<file path="config.mk">
export PLATFORM = sky130hd
export DESIGN_NAME = aesctr_front
export DESIGN_NICKNAME = d
export VERILOG_FILES = /design/src/rtl/core/aes128_ctr_byte_stream_cipher_core_defines.svh /design/src/rtl/core/aesctr_pkg.sv /design/src/rtl/core/aesctr_front.sv
export SDC_FILE = /design/constraint.sdc
export NUM_CORES = 1
export LEC_CHECK = 0
export BUFFER_PORTS_ARGS = -buffer_cell sky130_fd_sc_hd__buf_2
export CORE_AREA = 2 2 145 147
export DETAILED_ROUTE_END_ITERATION = 7
export DIE_AREA = 0 0 147 149
export GPL_TIMING_DRIVEN = 0
export PLACE_DENSITY = 0.85
export SYNTH_ARGS = -nofsm -noshare
export SYNTH_HDL_FRONTEND = slang
export SYNTH_SLANG_ARGS = --single-unit
</file>
<file path="constraint.sdc">
create_clock -name clk -period 4.3 [get_ports clk]
set_input_delay 0.645 -clock clk [delete_from_list [all_inputs] [get_ports clk]]
set_output_delay 0.645 -clock clk [all_outputs]
set_load 0.02 [all_outputs]
</file>
<file path="src/rtl/core/aes128_ctr_byte_stream_cipher_core_defines.svh">
// ----------------------------------------------------------------------------
// AES-128 CTR byte cipher assertion macros
// Shared property wrappers clocked by clk and disabled during reset.
// ----------------------------------------------------------------------------
`ifndef AES128_CTR_BYTE_STREAM_CIPHER_CORE_DEFINES_SVH
`define AES128_CTR_BYTE_STREAM_CIPHER_CORE_DEFINES_SVH

// Consequent must hold in the same cycle as the antecedent.
`define AESCTR_ASSERT_SAME(lbl, ante, cons, msg) \
	lbl: assert property (@(posedge clk) disable iff (!arst_n) (ante) |-> (cons)) \
		else $error(msg);

// Consequent must hold in the cycle after the antecedent.
`define AESCTR_ASSERT_NEXT(lbl, ante, cons, msg) \
	lbl: assert property (@(posedge clk) disable iff (!arst_n) (ante) |=> (cons)) \
		else $error(msg);

`endif

</file>
<file path="src/rtl/core/aesctr_pkg.sv">
// ----------------------------------------------------------------------------
// aesctr_pkg
// Types, constants and AES round functions shared by the cipher core.
// ----------------------------------------------------------------------------
package aesctr_pkg;

	localparam int IV_BYTES   = 8;
	localparam int IV_W       = IV_BYTES * 8;
	localparam int BLK_W      = 128;
	localparam int CTR_W      = BLK_W - IV_W;
	localparam int KEY_HALF_W = 64;
	localparam int CFG_IDX_W  = 1;
	localparam int QDEPTH     = 4;
	localparam int QPTR_W     = $clog2(QDEPTH);
	localparam int QCNT_W     = $clog2(QDEPTH + 1);
	localparam int ROUND_W    = 4;
	localparam logic [ROUND_W-1:0] LAST_ROUND = ROUND_W'(10);

	typedef enum logic {
		KIND_RESTART = 1'b0,
		KIND_DATA    = 1'b1
	} kind_t;

	typedef enum logic [CFG_IDX_W-1:0] {
		REG_KEY_HIGH = 1'b0,
		REG_KEY_LOW  = 1'b1
	} cfg_reg_t;

	typedef struct packed {
		logic            kind;
		logic [IV_W-1:0] iv;
		logic [7:0]      data;
	} item_t;

	typedef struct packed {
		logic  valid;
		item_t item;
	} head_t;

	localparam logic [7:0] SBOX [256] = '{
		8'h63,8'h7c,8'h77,8'h7b,8'hf2,8'h6b,8'h6f,8'hc5,8'h30,8'h01,8'h67,8'h2b,8'hfe,8'hd7,8'hab,8'h76,
		8'hca,8'h82,8'hc9,8'h7d,8'hfa,8'h59,8'h47,8'hf0,8'had,8'hd4,8'ha2,8'haf,8'h9c,8'ha4,8'h72,8'hc0,
		8'hb7,8'hfd,8'h93,8'h26,8'h36,8'h3f,8'hf7,8'hcc,8'h34,8'ha5,8'he5,8'hf1,8'h71,8'hd8,8'h31,8'h15,
		8'h04,8'hc7,8'h23,8'hc3,8'h18,8'h96,8'h05,8'h9a,8'h07,8'h12,8'h80,8'he2,8'heb,8'h27,8'hb2,8'h75,
		8'h09,8'h83,8'h2c,8'h1a,8'h1b,8'h6e,8'h5a,8'ha0,8'h52,8'h3b,8'hd6,8'hb3,8'h29,8'he3,8'h2f,8'h84,
		8'h53,8'hd1,8'h00,8'hed,8'h20,8'hfc,8'hb1,8'h5b,8'h6a,8'hcb,8'hbe,8'h39,8'h4a,8'h4c,8'h58,8'hcf,
		8'hd0,8'hef,8'haa,8'hfb,8'h43,8'h4d,8'h33,8'h85,8'h45,8'hf9,8'h02,8'h7f,8'h50,8'h3c,8'h9f,8'ha8,
		8'h51,8'ha3,8'h40,8'h8f,8'h92,8'h9d,8'h38,8'hf5,8'hbc,8'hb6,8'hda,8'h21,8'h10,8'hff,8'hf3,8'hd2,
		8'hcd,8'h0c,8'h13,8'hec,8'h5f,8'h97,8'h44,8'h17,8'hc4,8'ha7,8'h7e,8'h3d,8'h64,8'h5d,8'h19,8'h73,
		8'h60,8'h81,8'h4f,8'hdc,8'h22,8'h2a,8'h90,8'h88,8'h46,8'hee,8'hb8,8'h14,8'hde,8'h5e,8'h0b,8'hdb,
		8'he0,8'h32,8'h3a,8'h0a,8'h49,8'h06,8'h24,8'h5c,8'hc2,8'hd3,8'hac,8'h62,8'h91,8'h95,8'he4,8'h79,
		8'he7,8'hc8,8'h37,8'h6d,8'h8d,8'hd5,8'h4e,8'ha9,8'h6c,8'h56,8'hf4,8'hea,8'h65,8'h7a,8'hae,8'h08,
		8'hba,8'h78,8'h25,8'h2e,8'h1c,8'ha6,8'hb4,8'hc6,8'he8,8'hdd,8'h74,8'h1f,8'h4b,8'hbd,8'h8b,8'h8a,
		8'h70,8'h3e,8'hb5,8'h66,8'h48,8'h03,8'hf6,8'h0e,8'h61,8'h35,8'h57,8'hb9,8'h86,8'hc1,8'h1d,8'h9e,
		8'he1,8'hf8,8'h98,8'h11,8'h69,8'hd9,8'h8e,8'h94,8'h9b,8'h1e,8'h87,8'he9,8'hce,8'h55,8'h28,8'hdf,
		8'h8c,8'ha1,8'h89,8'h0d,8'hbf,8'he6,8'h42,8'h68,8'h41,8'h99,8'h2d,8'h0f,8'hb0,8'h54,8'hbb,8'h16
	};

	function automatic logic [7:0] xtime(input logic [7:0] b);
		return {b[6:0], 1'b0} ^ (b[7] ? 8'h1b : 8'h00);
	endfunction

	function automatic logic [7:0] rcon(input logic [ROUND_W-1:0] r);
		logic [7:0] v;
		case (r)
			4'd1:    v = 8'h01;
			4'd2:    v = 8'h02;
			4'd3:    v = 8'h04;
			4'd4:    v = 8'h08;
			4'd5:    v = 8'h10;
			4'd6:    v = 8'h20;
			4'd7:    v = 8'h40;
			4'd8:    v = 8'h80;
			4'd9:    v = 8'h1b;
			4'd10:   v = 8'h36;
			default: v = 8'h00;
		endcase
		return v;
	endfunction

	// Next round key from the previous one.
	function automatic logic [BLK_W-1:0] key_next(input logic [BLK_W-1:0] rk,
			input logic [7:0] rc);
		logic [31:0] w0, w1, w2, w3, tmp, n0, n1, n2, n3;
		w0  = rk[127:96];
		w1  = rk[95:64];
		w2  = rk[63:32];
		w3  = rk[31:0];
		tmp = {SBOX[w3[23:16]] ^ rc, SBOX[w3[15:8]], SBOX[w3[7:0]], SBOX[w3[31:24]]};
		n0  = w0 ^ tmp;
		n1  = w1 ^ n0;
		n2  = w2 ^ n1;
		n3  = w3 ^ n2;
		return {n0, n1, n2, n3};
	endfunction

	// One cipher round; byte 0 sits in the top bits, index = 4*column + row.
	function automatic logic [BLK_W-1:0] aes_round(input logic [BLK_W-1:0] st,
			input logic [BLK_W-1:0] rk, input logic last);
		logic [7:0] s [16];
		logic [7:0] t [16];
		logic [7:0] a0, a1, a2, a3, x;
		logic [BLK_W-1:0] res;
		for (int i = 0; i < 16; i++) begin
			s[i] = st[127 - 8 * i -: 8];
		end
		for (int c = 0; c < 4; c++) begin
			for (int i = 0; i < 4; i++) begin
				t[i + 4 * c] = SBOX[s[i + 4 * ((c + i) & 3)]];
			end
		end
		if (!last) begin
			for (int c = 0; c < 4; c++) begin
				a0 = t[4 * c];
				a1 = t[4 * c + 1];
				a2 = t[4 * c + 2];
				a3 = t[4 * c + 3];
				x  = a0 ^ a1 ^ a2 ^ a3;
				t[4 * c]     = a0 ^ x ^ xtime(a0 ^ a1);
				t[4 * c + 1] = a1 ^ x ^ xtime(a1 ^ a2);
				t[4 * c + 2] = a2 ^ x ^ xtime(a2 ^ a3);
				t[4 * c + 3] = a3 ^ x ^ xtime(a3 ^ a0);
			end
		end
		for (int i = 0; i < 16; i++) begin
			res[127 - 8 * i -: 8] = t[i] ^ rk[127 - 8 * i -: 8];
		end
		return res;
	endfunction

endpackage

</file>
<file path="src/rtl/core/aesctr_front.sv">
// ----------------------------------------------------------------------------
// aesctr_front
// Input side: takes transfers and queues restart and data items for the back.
// ----------------------------------------------------------------------------
module aesctr_front import aesctr_pkg::*; (
	input  logic            clk,
	input  logic            arst_n,
	input  logic            in_valid,
	output logic            in_ready,
	input  logic            kind,
	input  logic [IV_W-1:0] iv_value,
	input  logic [7:0]      data_byte,
	output head_t           head,
	input  logic            pop
);

	item_t              mem_q [QDEPTH];
	logic [QPTR_W-1:0]  wr_ptr_q;
	logic [QPTR_W-1:0]  rd_ptr_q;
	logic [QCNT_W-1:0]  count_q;
	logic               push;
	logic               do_pop;

	assign in_ready = (count_q != QCNT_W'(QDEPTH));
	assign push     = in_valid && in_ready;
	assign do_pop   = pop && (count_q != '0);

	assign head.valid = (count_q != '0);
	assign head.item  = mem_q[rd_ptr_q];

	always_ff @(posedge clk or negedge arst_n) begin
		if (!arst_n) begin
			wr_ptr_q <= '0;
			rd_ptr_q <= '0;
			count_q  <= '0;
		end else begin
			if (push) begin
				wr_ptr_q <= wr_ptr_q + 1'b1;
			end
			if (do_pop) begin
				rd_ptr_q <= rd_ptr_q + 1'b1;
			end
			if (push && !do_pop) begin
				count_q <= count_q + 1'b1;
			end else if (!push && do_pop) begin
				count_q <= count_q - 1'b1;
			end
		end
	end

	// Only the kind bit and the field it selects matter downstream.
	always_ff @(posedge clk) begin
		if (push) begin
			mem_q[wr_ptr_q].kind <= kind;
			mem_q[wr_ptr_q].iv   <= iv_value;
			mem_q[wr_ptr_q].data <= data_byte;
		end
	end

endmodule

</file>
==> flow_summary.json, run 1 <==
{
  "endpoint_kind": "output port",
  "diodes": 0,
  "final.setup.worst_slack_ns": 1.58,
  "design_area_sq_um": 13100,
  "nets": 686,
  "cts_sinks": 299,
  "cts_root_buffer": "clkbuf_16",
  "cts_buffers": 29,
  "whs_endpoint": "mem_q[3][13]",
  "fp.dieH_um": 149,
  "pre_cts_ws_ns": 1.98,
  "cts_max_path_buffers": 3,
  "status": "completed",
  "yosys_warnings": 0,
  "slew_violations": 0,
  "synth_top_cell_area_share_pct": 80.1,
  "avgSynthCellArea_sq_um": 26.3,
  "timing.rr.end": "count_q[2]",
  "final_util_pct": 63.8,
  "hold_path_class": "in2reg",
  "clk_latency_ns": 0.54,
  "yosysSeqAreaShare_pct": 81.7,
  "fin_crit_ns": 2.72,
  "tns_ns": 0,
  "grt_max_degree": 48,
  "ant_nets": 0,
  "rsz0062_at_grt": "false",
  "avgViaCountPerCell": 5.44,
  "wirelength_um": 19200,
  "synth_area_leader_cell": "edfxtp_1",
  "rrSetupSlack_ns": 2.16,
  "drive_gt1_share_pct": 46.4,
  "cts.htree.levels": 1,
  "coreArea_sq_um": 20600,
  "netlist_area_sq_um": 10900,
  "cts_setup_buffers": 0,
  "drv_cap": 0,
  "regArea_sq_um": 8940,
  "required_ns": 3.65,
  "dr.first_iter.drc_count": 284,
  "hpwl_um": 11900,
  "setup-violations-final": 0,
  "rows": 53,
  "syn-instance-count": 416,
  "worstSetupPathType": "reg2out",
  "grt_overflow_total": 0,
  "drt_first_pass_iters": 4,
  "skew_ns": 0.0155,
  "cts_tree": "done",
  "grt_usage_pct": 17.7,
  "hold_start": "iv_value[5]",
  "min_period_over_period_pct": 63.3,
  "path_clk_slew_ns": 0.06,
  "synth_area_leaders": "edfxtp_1 80%, mux4_2 15%, dfrtp_1 1.6%",
  "holdPathStages": 1,
  "place_congestion": 0.705,
  "placed_area_sq_um": 12200,
  "tightest_slew_ns": 0.642,
  "grt_antenna_before_repair": 0,
  "fmax_ghz": 0.367,
  "p_per_area_nw_per_um2": 726,
  "multiInputGateArea_sq_um": 1870,
  "vdd_drop_max_mv": 0.413,
  "drc": 0,
  "die_area_sq_um": 21900,
  "r2r-start": "count_q[0]",
  "slew_headroom_pct": 57.2,
  "port_buffers": 151,
  "cp_max_fo": 10,
  "arrival_ns": 2.08,
  "initial_core_util_pct": 53.2,
  "reg2reg_depth": 8,
  "start_kind": "flip-flop",
  "grt_pass1_wl_um": 29500,
  "syn-num-nets": 499,
  "area_growth_pct": 19.8,
  "hold_violations": 0,
  "via_count": 4895,
  "wl_per_cell_um": 21.4,
  "ys_ff_latch": 299,
  "die_x_um": 147,
  "finalPower_mw": 9.51,
  "grt_pass1_vias": 5243,
  "ioPinCount": 152,
  "yosysUniqueCellTypes": 19,
  "fillers": 1379,
  "p_leak_nw": 4.51
}
-- worst max-delay path by stage --
stage | start | to | slack, ns | cells after the start
floorplan | in_valid | mem_q[0][0] | 1.20 | 2
CTS | rd_ptr_q[0] | head[62] | 1.51 | 4
global placement | in_valid | mem_q[2][31] | -0.12 | 3
finish | rd_ptr_q[0] | head[61] | 1.58 | 4
detailed placement | in_valid | mem_q[1][24] | 1.98 | 4
global route | rd_ptr_q[0] | head[55] | 1.45 | 4
-- cells by family after synthesis --
| logic type | after synthesis | share of synthesized area (%) |
|---|---|---|
| and+or+nand+nor | 10 | 0.469 |
| buffers and inverters | 19 | 1.21 |
| xor gates and xnor gates | 6 | 0.480 |
| DFF | 299 | 81.7 |
| AOI/OAI and AO/OA | 1 | 0.103 |
| muxes | 75 | 15.2 |
| adders and majority gates | 6 | 0.755 |
-- worst max-delay path, cell delays in order (launching register included) --
cell     delay, ns
dfrtp_1       0.41
buf_6         0.21
buf_6         0.22
mux4_2        0.52
buf_2         0.19
-- Yosys cell counts --
library cell / instances
a21boi_2: 1
and2_1: 4
buf_2: 7
buf_4: 2
buf_6: 6
clkbuf_1: 1
dfrtp_1: 7
edfxtp_1: 292
fa_1: 1
ha_1: 5
inv_1: 3
mux2_2: 2
mux4_2: 73
nand2_1: 2
nand3_1: 1
nor2_1: 2
or3_1: 1
xnor2_1: 4
xor2_1: 2
-- power breakdown --
part / internal (mW) / total (mW) / switching (mW)
sequential: 3.85 / 4.00 / 0.146
combinational: 1.27 / 3.05 / 1.78
clock: 1.47 / 2.47 / 0.995
total: 6.60 / 9.51 / 2.92
-- area by class of cell --
cell class / instances / share of cell area (%)
plain buffers: 16 / 0.926
well taps: 275 / 2.62
repair buffers: 156 / 6.68
clock inverters: 19 / 1.48
clock buffers: 34 / 5.68
flip-flops and latches: 299 / 68.2
inverters: 3 / 0.0859
multi-input cells: 98 / 14.3
-- stage by stage --
stage	cells	hold slack [ns]
CTS	900	0.309
finish	900	0.323
floorplan	416	0.349
detailed placement	846	0.488
global placement	842	0.480
global route	900	0.311
-- repair_timing --
| item | 4_1_cts | 5_1_grt |
|---|---|---|
| hold buffers | 1 | 0 |
| endpoints found under the hold margin | 7 | 0 |
| resized for setup | 0 | 0 |
-- placed cells by master, fill, tap and decap left out, drive strengths merged, types with 3 or more instances in the layout --
cell type,count
and2,4
buf,170
bufinv,4
clkbuf,35
clkinv,13
dfrtp,7
edfxtp,292
ha,5
inv,3
mux4,73
xnor2,4
-- registers in the layout (all words and copies together), names as in the netlist --
| register | cells |
|---|---|
| count_q | 3 |
| mem_q | 292 |
| rd_ptr_q | 2 |
| wr_ptr_q | 2 |
-- per-layer routing --
layer	up-vias	track usage, %	share of wire (%)
li1	2171	-	-
met1	2544	23.6	41
met2	147	30.9	52
met3	33	3.46	6.1
met4	0	4.23	1.7
met5	-	0	0
Note: power is estimated with default switching activity, not from simulation.
==> inputs of run 2 (changes only) <==
--- a/config.mk
+++ b/config.mk
@@ -6,11 +6,11 @@
 export NUM_CORES = 1
 export LEC_CHECK = 0
 export BUFFER_PORTS_ARGS = -buffer_cell sky130_fd_sc_hd__buf_2
-export CORE_AREA = 2 2 145 147
+export CORE_AREA = 2 2 150 152
 export DETAILED_ROUTE_END_ITERATION = 7
-export DIE_AREA = 0 0 147 149
+export DIE_AREA = 0 0 152 154
 export GPL_TIMING_DRIVEN = 0
-export PLACE_DENSITY = 0.85
+export PLACE_DENSITY = 0.83
 export SYNTH_ARGS = -nofsm -noshare
 export SYNTH_HDL_FRONTEND = slang
 export SYNTH_SLANG_ARGS = --single-unit
==> constraint.sdc (replaced) <==
create_clock -name clk -period 2.4 [get_ports clk]
set_input_delay 0.36 -clock clk [delete_from_list [all_inputs] [get_ports clk]]
set_output_delay 0.36 -clock clk [all_outputs]
set_load 0.02 [all_outputs]
==> flow_summary.json, run 2 (synthesized netlist as in run 1, its figures left out) <==
{
  "dr.first_iter.drc_count": 277,
  "vdd_drop_max_mv": 0.738,
  "arrival_ns": 2.00,
  "worstSetupPathType": "reg2out",
  "cts_max_path_buffers": 3,
  "rows": 54,
  "grt_max_degree": 43,
  "wirelength_um": 19400,
  "slew_violations": 0,
  "ioPinCount": 152,
  "drv_cap": 0,
  "top_regs": "mem_q: 292 flops, count_q: 3 flops",
  "top_register": "mem_q",
  "crit_path_cell_trace": "buf_12 -> buf_12 -> mux4_2 -> buf_2",
  "critical-path-slowest-cell": "mux4_2",
  "p_per_area_nw_per_um2": 1300,
  "finalPower_mw": 17.2,
  "hold_path_class": "in2reg",
  "endpoint_kind": "output port",
  "drc": 0,
  "cts_root_buffer": "clkbuf_16",
  "initial_core_util_pct": 50.4,
  "drt_first_pass_iters": 4,
  "fmax_ghz": 0.424,
  "final.setup.worst_slack_ns": 0.0426,
  "skew_ns": 0.0147,
  "rrSetupSlack_ns": 0.19,
  "nets": 691,
  "place_congestion": 0.767,
  "start_kind": "flip-flop",
  "p_leak_nw": 4.56,
  "largest_reg_flops": 292,
  "grt_usage_pct": 16.6,
  "required_ns": 2.04,
  "area_growth_pct": 20.9,
  "final_common_cell": "edfxtp_1",
  "grt_pass1_wl_um": 30100,
  "cp_num_buf_inv": 3,
  "grt_pass1_vias": 5400,
  "wl_per_cell_um": 21.4,
  "ant_nets": 0,
  "avgViaCountPerCell": 5.43,
  "port_buffers": 151,
  "via_count": 4933,
  "hpwl_um": 12100,
  "hold_violations": 0,
  "clk_latency_ns": 0.54,
  "path_common_cell": "buf_12",
  "cp_slowest_stage_delay_ns": 0.53,
  "multiInputGateArea_sq_um": 1870,
  "path_delay_family": "multiplexers",
  "pre_cts_ws_ns": 0.242,
  "coreArea_sq_um": 21700,
  "grt_overflow_total": 0,
  "cts.htree.levels": 1,
  "die_area_sq_um": 23400,
  "tightest_slew_ns": 0.561,
  "setup-violations-final": 0,
  "rsz0062_at_grt": "true",
  "layout_common_cells": "292 x edfxtp_1, 142 x buf_2, 73 x mux4_2",
  "cp_max_fo": 10,
  "slew_headroom_pct": 62.6,
  "fp.dieH_um": 154,
  "fin_crit_ns": 2.36,
  "grt_antenna_before_repair": 1,
  "cts_buffers": 29,
  "die_x_um": 152,
  "min_period_over_period_pct": 98.2,
  "fillers": 1498,
  "path_clk_slew_ns": 0.06,
  "cts_sinks": 299,
  "drive_gt1_share_pct": 47.3,
  "final_util_pct": 61.0,
  "regArea_sq_um": 8940,
  "cts_tree": "done",
  "status": "completed"
}
## run 2: changes by cell type in the layout (fill, tap and decap cells not counted), sizes merged
cell	before	now
buf	170	172
bufinv	4	2
diode	0	1
inv	3	4
clkinvlp	2	1
clkinv	13	10
clkbuf	35	41
## run 2: worst paths after layout
kind	start	endpoint	depth (start not counted)
setup / recovery	rd_ptr_q[0]	head[40]	4
max in group asynchronous	arst_n	rd_ptr_q[0]	2
min in group asynchronous	arst_n	count_q[1]	2
hold reg to reg	count_q[2]	count_q[2]	1
hold / removal	iv_value[10]	mem_q[0][18]	1
setup reg to reg	count_q[0]	mem_q[3][42]	4
## run 2: report_power, final
| group | leakage (nW) | internal [mW] | switching (mW) |
|---|---|---|---|
| logic | 1.37 | 2.59 | 3.24 |
| registers | 2.76 | 6.90 | 0.265 |
| clock network | 0.432 | 2.43 | 1.78 |
| total | 4.56 | 11.9 | 5.29 |
## run 2: final cells by class
class                   instances  share of cell area, %
repair buffers                161                   7.33
well taps                     280                   2.65
clock buffers                  37                   5.71
clock inverters                14                  0.955
flip-flops and latches        299                   67.6
plain buffers                  16                   1.46
multi-input cells              98                   14.2
inverters                       3                 0.0851
diodes                          1                 0.0189
## run 2: worst reg2reg max path: cells and delay by family, from the launching register on
family	cells	cell delay (ns)
DFF	1	0.44
AOI/OAI and AO/OA	1	0.39
and+or+nand+nor	2	0.71
buffers and inverters	1	0.31
## run 2: per-stage QoR
step | hold slack [ns] | TNS (ns) | cell area, sq um | instances
2_1_floorplan | 0.0644 | 0 | 10900 | 416
3_3_place_gp | 0.195 | -109.71 | 12100 | 847
3_5_place_dp | 0.203 | 0 | 12200 | 851
4_1_cts | 0.00797 | -0.608 | 13100 | 903
5_1_grt | 0.00865 | -0.177 | 13200 | 909
6_report | 0.0294 | 0 | 13200 | 909
## run 2: repair_timing
action	in CTS	in global routing
endpoints found under the hold margin	7	0
gates resized for setup	17	23
buffers inserted	0	5
endpoints found under the setup margin	68	59
hold buffers	1	0
## run 2: metal layers
metal	track usage, %	vias up	part of all wire, %
li1	-	2177	-
met1	21.0	2579	40
met2	29.5	145	53
met3	3.55	32	5.5
met4	4.18	0	1.8
met5	0	-	0
